<file path="config.mk">
export PLATFORM = sky130hd
export DESIGN_NAME = dual_scalar_kalman_estimator_unit_flat
export DESIGN_NICKNAME = d
export VERILOG_FILES = /design/src/rtl/dske_pkg.sv /design/src/rtl/dske_stream_if.sv /design/src/rtl/dske_div.sv /design/src/rtl/dual_scalar_kalman_estimator_unit.sv /design/src/flat_wrapper.sv
export VERILOG_INCLUDE_DIRS = /design/src /design/src/rtl
export SDC_FILE = /design/constraint.sdc
export NUM_CORES = 2
export LEC_CHECK = 0
export ABC_AREA = 1
export BUFFER_PORTS_ARGS = -buffer_cell sky130_fd_sc_hd__buf_2
export CAP_MARGIN = 20
export CORE_AREA = 2 2 441 224
export DETAILED_ROUTE_END_ITERATION = 10
export DIE_AREA = 0 0 443 226
export PLACE_DENSITY = 0.74
export SLEW_MARGIN = 20
export SYNTH_ARGS = -nofsm -noshare
export SYNTH_HDL_FRONTEND = slang
export SYNTH_SLANG_ARGS = --single-unit
</file>
<file path="constraint.sdc">
create_clock -name clk_i -period 18.4 [get_ports clk_i]
set_input_delay 0 -clock clk_i [delete_from_list [all_inputs] [get_ports clk_i]]
set_output_delay 0 -clock clk_i [all_outputs]
set_load 0.02 [all_outputs]
</file>
<file path="src/rtl/assert_macros.svh">
// assertion macros used by the top rtl file
`ifndef ASSERT_MACROS_SVH
`define ASSERT_MACROS_SVH

`ifndef NO_ASSERTIONS

// property that must hold at every clock edge out of reset
`define DSKE_ASSERT(lbl, prop, msg) \
  lbl: assert property (@(posedge clk_i) disable iff (!rst_ni) (prop)) else $error(msg);

// implication checked at every clock edge out of reset
`define DSKE_ASSERT_IMP(lbl, ante, cons, msg) \
  lbl: assert property (@(posedge clk_i) disable iff (!rst_ni) (ante) |-> (cons)) \
    else $error(msg);

`else

`define DSKE_ASSERT(lbl, prop, msg)
`define DSKE_ASSERT_IMP(lbl, ante, cons, msg)

`endif

`endif

</file>
<file path="src/rtl/dske_pkg.sv">
// types and constants of the dual scalar kalman estimator
package dske_pkg;

  localparam int unsigned NUM_W     = 48;  // p * slot count
  localparam int unsigned DEN_W     = 49;  // p * slot count + base noise
  localparam int unsigned GAIN_W    = 17;  // q1.16 gain, 0..1.0
  localparam int unsigned DIV_STEPS = 17;
  localparam int unsigned CNT_W     = 5;

  localparam logic [GAIN_W-1:0] Q_ONE = 17'h10000;

  // configuration register indexes
  localparam logic [1:0] REG_NOISE_LOAD = 2'd0;
  localparam logic [1:0] REG_NOISE_LOSS = 2'd1;
  localparam logic [1:0] REG_BASE_NOISE = 2'd2;

  typedef struct packed {
    logic [15:0] slot_count;
    logic [19:0] measured_load;
    logic [16:0] measured_loss;
  } in_item_t;

  typedef struct packed {
    logic [31:0] load_estimate;
    logic [31:0] load_variance;
    logic [16:0] loss_estimate;
    logic [31:0] loss_variance;
  } out_item_t;

  // divider status back to the sequencer
  typedef struct packed {
    logic              done;
    logic [GAIN_W-1:0] quot;
  } div_rsp_t;

endpackage

</file>
<file path="src/rtl/dske_stream_if.sv">
// valid/ready stream channel carrying one item
interface dske_stream_if #(
  parameter type payload_t = logic
);
  logic     valid;
  logic     ready;
  payload_t data;

  modport source(output valid, output data, input ready);
  modport sink(input valid, input data, output ready);
endinterface

</file>
<file path="src/rtl/dske_div.sv">
// restoring divider for the kalman gain, one quotient bit per cycle
module dske_div import dske_pkg::*; (
  input  logic             clk_i,
  input  logic             rst_ni,
  input  logic             start_i,
  input  logic [NUM_W-1:0] num_i,
  input  logic [DEN_W-1:0] den_i,
  output div_rsp_t         rsp_o
);

  logic             busy_q;
  logic             done_q;
  logic             zero_q;
  logic [CNT_W-1:0] cnt_q;
  logic [DEN_W:0]   rem_q;
  logic [DEN_W-1:0] den_q;
  logic [GAIN_W-1:0] quot_q;

  logic             ge;
  logic [DEN_W:0]   rem_next;

  // numerator never exceeds the denominator, so the top quotient bit is 2^16
  assign ge       = rem_q >= {1'b0, den_q};
  assign rem_next = ge ? (rem_q - {1'b0, den_q}) : rem_q;

  always_ff @(posedge clk_i or negedge rst_ni) begin
    if (!rst_ni) begin
      busy_q <= 1'b0;
      done_q <= 1'b0;
      cnt_q  <= '0;
    end else begin
      done_q <= 1'b0;
      if (start_i) begin
        busy_q <= 1'b1;
        cnt_q  <= CNT_W'(DIV_STEPS - 1);
      end else if (busy_q) begin
        if (cnt_q == '0) begin
          busy_q <= 1'b0;
          done_q <= 1'b1;
        end else begin
          cnt_q <= cnt_q - 1'b1;
        end
      end
    end
  end

  always_ff @(posedge clk_i) begin
    if (start_i) begin
      rem_q  <= {2'b00, num_i};
      den_q  <= den_i;
      zero_q <= (den_i == '0);
      quot_q <= '0;
    end else if (busy_q) begin
      rem_q  <= {rem_next[DEN_W-1:0], 1'b0};
      quot_q <= {quot_q[GAIN_W-2:0], ge};
    end
  end

  // zero denominator means zero gain
  assign rsp_o.done = done_q;
  assign rsp_o.quot = zero_q ? '0 : quot_q;

endmodule

</file>
<file path="src/rtl/dual_scalar_kalman_estimator_unit.sv">
// top level of the dual scalar kalman estimator
//
// in_i carries one frame per item: slot count, instant load and instant loss.
// res_o carries the updated load and loss estimates and their variances.
// an item with a zero slot count is taken and gives no result.
// the three noise registers are written through cfg_we_i / cfg_idx_i /
// cfg_data_i; index 3 is ignored. the user must write them only while the
// block is idle; the block itself does not enforce it. each item runs both
// filters one after the other on shared hardware: one 32x17 multiplier and
// one restoring divider that makes one gain bit a cycle. a filter steps
// through predict, p*N, denominator, the divider wait, gain*diff, value
// update and variance; the result reaches the output register in the same
// cycle that in_i.ready returns, and no new item is taken until then. the
// 17-step divide runs once per filter.
// a finished result sits in the output register while the next item is
// taken; if it is still not taken when the next one is done, the block
// waits holding the new result until res_o.ready.
// reset sets both estimates to 0, both variances to 1.0 and the registers
// to their defaults.
`include "assert_macros.svh"

module dual_scalar_kalman_estimator_unit import dske_pkg::*; (
  input  logic                clk_i,
  input  logic                rst_ni,
  dske_stream_if.sink         in_i,
  dske_stream_if.source       res_o,
  input  logic                cfg_we_i,
  input  logic [1:0]          cfg_idx_i,
  input  logic [31:0]         cfg_data_i
);

  typedef enum logic [8:0] {
    ST_IDLE = 9'b000000001,
    ST_PRED = 9'b000000010,  // p = e + q, saturated
    ST_MULN = 9'b000000100,  // p * slot count
    ST_DEN  = 9'b000001000,  // start divider, take |m - v|
    ST_DIV  = 9'b000010000,  // wait for the gain
    ST_MULG = 9'b000100000,  // gain * diff
    ST_UPD  = 9'b001000000,  // new value, (1 - gain) * p
    ST_ERR  = 9'b010000000,  // new variance
    ST_OUT  = 9'b100000000   // hand the result to the output register
  } state_e;

  state_e state_q, state_d;
  logic   sel_q;  // 0: load filter, 1: loss filter

  // configuration
  logic [31:0] noise_load_q, noise_loss_q, base_noise_q;

  // filter state
  logic [31:0] load_value_q, load_error_q, loss_error_q;
  logic [16:0] loss_value_q;

  // item and working registers
  logic [15:0]       slot_q;
  logic [19:0]       meas_load_q;
  logic [16:0]       meas_loss_q;
  logic [31:0]       p_q;
  logic [31:0]       diff_q;
  logic              up_q;
  logic [GAIN_W-1:0] gain_q;
  logic [48:0]       prod_q;

  // output register
  logic      out_valid_q;
  out_item_t out_q;

  // current filter view
  logic [31:0] cur_value, cur_err, cur_noise, cur_meas;
  logic [32:0] pred_sum;
  logic [31:0] delta, new_value;
  logic [16:0] new_loss;

  // shared multiplier
  logic [31:0] mul_a;
  logic [16:0] mul_b;
  logic [48:0] mul_res;

  // divider
  logic             div_start;
  logic [DEN_W-1:0] div_den;
  div_rsp_t         div_rsp;

  logic in_acc, out_free;

  assign in_acc   = in_i.valid && in_i.ready;
  assign out_free = !out_valid_q || res_o.ready;

  assign cur_value = sel_q ? {15'b0, loss_value_q} : load_value_q;
  assign cur_err   = sel_q ? loss_error_q : load_error_q;
  assign cur_noise = sel_q ? noise_loss_q : noise_load_q;
  assign cur_meas  = sel_q ? {15'b0, meas_loss_q} : {12'b0, meas_load_q};

  assign pred_sum  = {1'b0, cur_err} + {1'b0, cur_noise};

  // the step stays between old value and measurement, so no wrap
  assign delta     = prod_q[47:16];
  assign new_value = up_q ? (cur_value + delta) : (cur_value - delta);
  assign new_loss  = (new_value > {15'b0, Q_ONE}) ? Q_ONE : new_value[16:0];

  always_comb begin
    mul_a = p_q;
    mul_b = {1'b0, slot_q};
    unique case (state_q)
      ST_MULG: begin
        mul_a = diff_q;
        mul_b = gain_q;
      end
      ST_UPD: begin
        mul_a = p_q;
        mul_b = Q_ONE - gain_q;
      end
      default: begin
        mul_a = p_q;
        mul_b = {1'b0, slot_q};
      end
    endcase
  end

  assign mul_res = {17'b0, mul_a} * {32'b0, mul_b};

  assign div_start = (state_q == ST_DEN);
  assign div_den   = {1'b0, prod_q[NUM_W-1:0]} + {17'b0, base_noise_q};

  dske_div u_div (
    .clk_i  (clk_i),
    .rst_ni (rst_ni),
    .start_i(div_start),
    .num_i  (prod_q[NUM_W-1:0]),
    .den_i  (div_den),
    .rsp_o  (div_rsp)
  );

  // sequencer
  always_comb begin
    state_d = state_q;
    unique case (state_q)
      ST_IDLE: if (in_acc && in_i.data.slot_count != '0) state_d = ST_PRED;
      ST_PRED: state_d = ST_MULN;
      ST_MULN: state_d = ST_DEN;
      ST_DEN:  state_d = ST_DIV;
      ST_DIV:  if (div_rsp.done) state_d = ST_MULG;
      ST_MULG: state_d = ST_UPD;
      ST_UPD:  state_d = ST_ERR;
      ST_ERR:  state_d = sel_q ? ST_OUT : ST_PRED;
      ST_OUT:  if (out_free) state_d = ST_IDLE;
      default: state_d = ST_IDLE;
    endcase
  end

  assign in_i.ready  = (state_q == ST_IDLE);
  assign res_o.valid = out_valid_q;
  assign res_o.data  = out_q;

  // control, configuration and filter state
  always_ff @(posedge clk_i or negedge rst_ni) begin
    if (!rst_ni) begin
      state_q      <= ST_IDLE;
      sel_q        <= 1'b0;
      out_valid_q  <= 1'b0;
      noise_load_q <= 32'd655;
      noise_loss_q <= 32'd655;
      base_noise_q <= 32'd65536;
      load_value_q <= '0;
      load_error_q <= 32'd65536;
      loss_value_q <= '0;
      loss_error_q <= 32'd65536;
    end else begin
      state_q <= state_d;

      if (cfg_we_i) begin
        unique case (cfg_idx_i)
          REG_NOISE_LOAD: noise_load_q <= cfg_data_i;
          REG_NOISE_LOSS: noise_loss_q <= cfg_data_i;
          REG_BASE_NOISE: base_noise_q <= cfg_data_i;
          default: ;
        endcase
      end

      if (state_q == ST_UPD) begin
        if (sel_q) loss_value_q <= new_loss;
        else       load_value_q <= new_value;
      end

      if (state_q == ST_ERR) begin
        if (sel_q) loss_error_q <= prod_q[47:16];
        else       load_error_q <= prod_q[47:16];
        sel_q <= 1'b1;
      end

      if (state_q == ST_OUT && out_free) begin
        out_valid_q <= 1'b1;
        sel_q       <= 1'b0;
      end else if (res_o.ready) begin
        out_valid_q <= 1'b0;
      end
    end
  end

  // datapath registers
  always_ff @(posedge clk_i) begin
    if (in_acc) begin
      slot_q      <= in_i.data.slot_count;
      meas_load_q <= in_i.data.measured_load;
      meas_loss_q <= in_i.data.measured_loss;
    end
    if (state_q == ST_PRED) begin
      p_q <= pred_sum[32] ? '1 : pred_sum[31:0];
    end
    if (state_q == ST_MULN || state_q == ST_MULG || state_q == ST_UPD) begin
      prod_q <= mul_res;
    end
    if (state_q == ST_DEN) begin
      up_q   <= cur_meas >= cur_value;
      diff_q <= (cur_meas >= cur_value) ? (cur_meas - cur_value) : (cur_value - cur_meas);
    end
    if (state_q == ST_DIV && div_rsp.done) begin
      gain_q <= div_rsp.quot;
    end
    if (state_q == ST_OUT && out_free) begin
      out_q.load_estimate <= load_value_q;
      out_q.load_variance <= load_error_q;
      out_q.loss_estimate <= loss_value_q;
      out_q.loss_variance <= loss_error_q;
    end
  end

  `DSKE_ASSERT(a_loss_in_range, loss_value_q <= Q_ONE, "loss estimate above 1.0")
  `DSKE_ASSERT_IMP(a_gain_in_range, state_q == ST_MULG, gain_q <= Q_ONE, "gain above 1.0")
  `DSKE_ASSERT_IMP(a_pred_not_below, state_q == ST_MULN, p_q >= cur_err, "prediction below variance")
  `DSKE_ASSERT_IMP(a_result_from_out, $rose(out_valid_q), $past(state_q == ST_OUT), "result outside out step")

endmodule

</file>
<file path="src/flat_wrapper.sv">
// flat-port wrapper written by rule: the top's interface ports become plain ports
module dual_scalar_kalman_estimator_unit_flat import dske_pkg::*;
  (clk_i, rst_ni, cfg_we_i, cfg_idx_i, cfg_data_i, in_i_valid, in_i_data, in_i_ready, res_o_valid, res_o_data, res_o_ready);
  dske_stream_if #(.payload_t(in_item_t)) in_i_i ();
  dske_stream_if #(.payload_t(out_item_t)) res_o_i ();
  input  logic clk_i;
  input  logic rst_ni;
  input  logic cfg_we_i;
  input  logic [1:0] cfg_idx_i;
  input  logic [31:0] cfg_data_i;
  input wire logic [$bits(in_i_i.valid)-1:0] in_i_valid;
  input wire logic [$bits(in_i_i.data)-1:0] in_i_data;
  output wire logic [$bits(in_i_i.ready)-1:0] in_i_ready;
  output wire logic [$bits(res_o_i.valid)-1:0] res_o_valid;
  output wire logic [$bits(res_o_i.data)-1:0] res_o_data;
  input wire logic [$bits(res_o_i.ready)-1:0] res_o_ready;
  assign in_i_i.valid = in_i_valid;
  assign in_i_i.data = in_i_data;
  assign in_i_ready = in_i_i.ready;
  assign res_o_valid = res_o_i.valid;
  assign res_o_data = res_o_i.data;
  assign res_o_i.ready = res_o_ready;
  dual_scalar_kalman_estimator_unit u_core (.clk_i(clk_i), .rst_ni(rst_ni), .in_i(in_i_i), .res_o(res_o_i), .cfg_we_i(cfg_we_i), .cfg_idx_i(cfg_idx_i), .cfg_data_i(cfg_data_i));
endmodule
</file>
## After elaboration in Yosys (flattened, before gate mapping)

Index checks and enable logic that the tools add are counted.

- Multipliers: 1
- Add/subtract/negate cells: 9
- Bitwise operators: 1
- Equality and inequality tests: 15
- Order comparisons: 3
- Reduce and logical (&&, ||, !) cells: 24
- Muxes and demuxes: 30

Operator list:

| kind | count |
|---|---|
| 32-bit 2-to-1 mux | 6 |
| 48-bit 2-to-1 mux | 2 |
| 32-bit subtractor | 3 |
| 9-bit one-hot mux with 9 select lines | 1 |
| 50-bit by 49-bit >= comparator with 1-bit output | 1 |
| 48-bit by 32-bit adder with 49-bit output | 1 |
| 49-bit logical NOT | 1 |
| 49-bit 2-to-1 mux | 1 |
| 49-bit subtractor | 1 |
| 32-bit by 17-bit multiplier with 48-bit output | 1 |
| 9-bit 2-to-1 mux | 4 |
| 17-bit one-hot mux with 2 select lines | 1 |
| 32-bit by 32-bit adder with 33-bit output | 1 |
| 32-bit adder | 1 |
| 32-bit >= comparator | 1 |
| 32-bit by 17-bit > comparator with 1-bit output, second input constant | 1 |
| 20-bit 2-to-1 mux | 1 |
| 17-bit 2-to-1 mux | 1 |
| 17-bit subtractor, first input constant | 1 |
| 2-bit AND reduction | 8 |
| 16-bit nonzero test | 1 |
| 5-bit 2-to-1 mux | 3 |
| 1-bit 2-to-1 mux | 10 |
| 9-bit by 1-bit equality test with 1-bit output, second input constant | 1 |
| other kinds (21) | 30 |

- Bits of input ports: 92
- Flip-flop bits (word level): 640
- Word-level logic and storage cells: 113
- Output and inout bits: 115

## Longest topological paths before layout

- Depth in word-level cells: 5
- Gate-level depth with buffers: 41

## By module

From an unflattened synthesis, not the netlist that was laid out.

- Cell total of the unflattened synthesis: 7,096
- Area, all modules: 56,222.7 sq um

By module, submodules not included:

| module | times used | seq. area each (sq um) | area an instance (sq um) | cells each |
|---|---|---|---|---|
| dual_scalar_kalman_estimator_unit | 1 | 14,413.8 | 47,067.6 | 5,784 |
| dske_div | 1 | 3,498.4 | 9,155.0 | 1,312 |

## Least setup slack after synthesis

OpenSTA, ideal clock, no wires.

- Path type: register -> register
- Start: register u_core.state_q[0]
- End: register u_core.prod_q[40], data pin
- Data arrival time: 6,609 ps
- Buffers on the path: 3
- Slack: 11,532 ps
- Stages on the path, launching flop included: 38
- Clock period less this slack: 6,868 ps
- Required time: 18,141 ps
- Setup time: 259 ps
- Cells stage by stage: dfstp_2 -> nor2_1 -> inv_2 -> nor2_2 -> inv_2 -> nor2_8 -> nand2_4 -> buf_2 -> clkbuf_1 -> nand2_1 -> o21ai_1 -> buf_2 -> nand2_1 -> fa_1 -> inv_1 -> fa_1 -> inv_1 -> fa_1 -> (+2 left out) -> fa_1 -> inv_1 -> fa_1 -> inv_1 -> ha_1 -> inv_1 -> o21bai_1 -> nand3_1 -> nand2_1 -> inv_1 -> o21ai_0 -> nand2_1 -> nand2_1 -> a21oi_1 -> o21bai_1 -> nand2_1 -> nand2_1 -> xor2_1

- Word-level cells in the longest chain between the ends: 3

Ends and longest elaborated chain:

| what | line | source |
|---|---|---|
| start: declaration | dual_scalar_kalman_estimator_unit.sv:44 | `state_e state_q, state_d;` |
| start signal: assignment | dual_scalar_kalman_estimator_unit.sv:169 | `state_q <= state_d;` |
| 9-bit by 7-bit equality test with 1-bit output / 9-bit by 6-bit equality test with 1-bit output (equally long branches) | dual_scalar_kalman_estimator_unit.sv:104 | `unique case (state_q)` |
| 17-bit one-hot mux with 2 select lines / 32-bit 2-to-1 mux (equally long branches) | dual_scalar_kalman_estimator_unit.sv:104 |  |
| 32-bit by 17-bit multiplier with 48-bit output (*) | dual_scalar_kalman_estimator_unit.sv:120 | `assign mul_res = {17'b0, mul_a} * {32'b0, mul_b};` |
| via u_core.mul_res[40] | dual_scalar_kalman_estimator_unit.sv:77 | `logic [48:0] mul_res;` |
| end signal: assignment | dual_scalar_kalman_estimator_unit.sv:211 | `prod_q <= mul_res;` |
| end: declaration | dual_scalar_kalman_estimator_unit.sv:62 | `logic [48:0] prod_q;` |

Mark *: on every way through the listed nets, which the timed path passes. The rest lies on a longest branch.
A chain may end at the register's enable or synchronous reset.

## Worst setup path in the final report

- Start: register u_core.state_q[4]
- End: register u_core.prod_q[40], data pin

Same word-level chain as after synthesis.

==> results by group <==
Min path
  • Worst Hold End: u_core.meas_loss_q[10]
  • Hold Crit Start: in_i_data[10]
  • WHS Path Cells: 2
  • Hold Path Class: input port to register

Worst setup path
  • Critical path data required time: ~19 ns
  • Setup CP Type: register to register
  • Launching point of the worst reg2reg path: u_core.state_q[4]
  • Crit path largest cell delay: 0.74 ns
  • Worst Path Max Fanout: 25
  • Worst EP arrival: about 9.6 ns
  • Reg-to-reg setup timing slack: 9.21 ns
  • Startpoint types: register
  • Max stage delay cell, worst path: inv_2
  • Crit end category: register
  • Reg2reg path depth: 33
  • FF-to-FF End: u_core.prod_q[40]

Detailed routing
  • M1 wire length: ~95 mm
  • First DRT Iteration DRCs: around 8,200
  • Post-route DRC: 0
  • Routed len/inst: ~25 µm
  • Remaining antenna violation count after routing: 0
  • Via-per-instance ratio: 5.89
  • DR vias: 53,000
  • Routed wire length: 221 mm
  • Max Used Layer: met5
  • Met3 wire length: ~42 mm
  • DR WL met2: between 70 and 80 mm
  • Drt pass-1 iters: 7

Synth
  • Gate Count Post-Synth: about 7,400
  • Synth Flop Type: edfxtp_1
  • Synthesis Warnings: 0
  • Cell area after synthesis: about 58,000 µm²
  • Dominant cells by area after synthesis: edfxtp_1, fa_1, nand2_1, inv_1, dfrtp_1
  • Register area share after synthesis: 31.1%
  • Synth Net Count: roughly 8,200
  • Syn Area/Cell: 7.80 µm²
  • Number of synthesized flops with an enable pin: around 390
  • Post-synth top area cell: edfxtp_1
  • Ys async rst share: 35.5%
  • Synth top area share: 20.6%
  • Number of synthesized register bits: 640
  • Synth unique cells: 79

Place
  • Routability cong.: approximately 1.1
  • # port buffers: roughly 210
  • Post-DP HPWL: ~180 mm

CTS
  • Clock Pin Slew Worst Setup and Hold Paths: roughly 0.07 ns
  • Root Buffer: clkbuf_16
  • Clk_lat worst skew: 0.72 ns
  • Clock H-tree levels: 2
  • Num CTS Buffers: between 50 and 60
  • CTS tree: built
  • CTS sink cnt: between 600 and 700
  • Post-CTS setup buffers: 0
  • Clock Path Buffers: 3

Global routing
  • Antenna violations before repair: 13
  • Total GRT Usage: between 40% and 50%
  • Largest net degree at the start of global routing: 84
  • Vias in the first global route: 49,000
  • Final global-route overflow total: 0
  • First-pass GRT wire length: between 300 and 400 mm

Floorplanning
  • CORE AREA: a little under 100,000 µm²
  • DIE AREA: between 100,000 and 150,000 µm²
  • Die height: roughly 230 µm
  • Die width: 443 µm
  • Num rows: 81
  • Initial cell density of the core: around 60%
  • IO Pins: between 200 and 250

Timing
  • Final period utilization: roughly half
  • F_max: approximately 110 MHz
  • Clock skew: slightly above 0.07 ns
  • Slew Limit Fails: 0
  • Final setup violation count: 0
  • Slew HR: between 15 and 20%
  • Accumulated negative setup slack: 0 ns
  • Min Tclk post-route: slightly above 9 ns
  • RSZ-0062 raised after global routing: false
  • Tightest Pin Transition: about 1.3 ns
  • Hold Vio Cnt, Final: 0

Cells and area
  • Storage cell area: about 18,000 µm²
  • Multi-input gate area: approximately 33,000 µm²
  • Share of cells above drive strength 1: under 10%
  • Fill cells: roughly 8,400
  • Nets: roughly 8,500
  • Area growth, synth to finish: 9.97%

Status
  • Status: complete, no violations

Run
  • Max Cap Viol: 0
[synth_stat cells (12+ instances only)]
cell type	count
nand2_1	1940
inv_1	1427
nor2_1	653
o21ai_0	471
fa_1	454
edfxtp_1	394
ha_1	307
a21oi_1	273
nand3_1	222
dfrtp_1	211
xor2_1	128
buf_2	88
clkbuf_1	81
xnor2_1	72
nor3_1	66
nand4_1	64
or2_2	55
o21ai_1	42
inv_2	33
o21bai_1	32
a21o_1	31
nand2_2	26
o211ai_1	22
dfxtp_1	19
nand3_2	18
nor4_1	18
o21a_1	18
dfstp_2	16
nor2_2	16
o22ai_1	16
buf_4	14
and2_1	12
o21ai_2	12
[final cells by class]
cell class,instances,share of cell area [%]
antenna,10,0.0396
clock buffer,83,2.72
clock inverter,28,0.481
inverter,1466,8.72
multi-input combinational,5076,52.6
sequential,640,28.3
tap,1286,2.54
timing repair buffer,409,4.58
[layer usage]
| layer | global-route usage, % | up-vias |
|---|---|---|
| met3 | 23.4 | 410 |
| met5 | 1.97 | - |
| li1 | - | 23500 |
| met2 | 52.4 | 3820 |
| met1 | 66.6 | 25300 |
| met4 | 10.6 | 10 |
[placed cells by master, fill, tap and decap left out, drive strengths merged, types with 72 or more instances in the layout]
| cell | n |
|---|---|
| inv | 1472 |
| dfrtp | 211 |
| dlygate4sd3 | 123 |
| nand2 | 1970 |
| nand3 | 241 |
| fa | 454 |
| buf | 286 |
| xnor2 | 72 |
| clkbuf | 83 |
| nor2 | 681 |
| o21ai | 525 |
| a21oi | 276 |
| ha | 307 |
| edfxtp | 394 |
| xor2 | 128 |
[logic make-up after synthesis]
kind of cell | count (synthesis) | synth area share (%)
multiplexers | 1 | 0.0174
XOR/XNOR | 200 | 3.04
flip-flops | 640 | 31.1
AND/OR/NAND/NOR | 3135 | 22.6
adder cells (fa/ha/maj) | 761 | 22.5
buffers and inverters | 1663 | 11.3
AO/OA/AOI/OAI | 979 | 9.44
[repair_timing]
action	CTS	global route
endpoints found under the hold margin	235	0
endpoints found under the setup margin	0	0
hold buffers	124	0
gates resized for setup	0	0
[through the flow]
step	hold WS, ns	cells	utilization [%]	worst slack [ns]	instance area [µm²]
3_5_place_dp	0.0537	8753	62.1	9.55	59900
3_3_place_gp	0.0442	8752	62.0	9.37	59900
6_report	0.0159	8998	65.5	9.21	63300
5_1_grt	0.0113	8989	65.5	8.80	63200
2_1_floorplan	-0.296	7379	-	11.53	57500
4_1_cts	0.000992	8988	65.5	9.52	63200
[state kept, by name (all words and copies together), names as in the netlist, 9 cells and up]
signal	count
u_core.noise_load_q	32
u_core.u_div.den_q	49
u_core.load_value_q	32
u_core.meas_loss_q	17
u_core.noise_loss_q	32
u_core.p_q	32
u_core.u_div.quot_q	17
u_core.loss_error_q	32
u_core.state_q	9
u_core.slot_q	16
u_core.u_div.rem_q	50
u_core.meas_load_q	20
u_core.loss_value_q	17
u_core.gain_q	17
u_core.diff_q	32
u_core.prod_q	48
u_core.base_noise_q	32
u_core.load_error_q	32
u_core.res_o.data	113
[worst max-delay path, delay by kind of cell (launching register included)]
family,cells,cell delay (ns)
compound gates,5,1.35
xor+xnor,1,0.15
fa+ha+maj,7,3.56
simple gates,11,1.86
flops,1,0.39
buf+inv,9,1.54
[how the worst max path moves through the flow]
stage               slack (ns)           endpoint              start  depth (start not counted)
finish                    9.21  u_core.prod_q[40]  u_core.state_q[4]                         33
global route              8.80  u_core.prod_q[40]  u_core.state_q[5]                         34
CTS                       9.52  u_core.prod_q[40]  u_core.state_q[4]                         33
detailed placement        9.55  u_core.prod_q[40]  u_core.state_q[4]                         33
global placement          9.37  u_core.prod_q[40]  u_core.state_q[2]                         36
floorplan                11.53  u_core.prod_q[40]  u_core.state_q[0]                         37
Power is left out: the tool's default activity adds up to more than one toggle a clock period on the data nets, which glitch-free logic cannot reach.
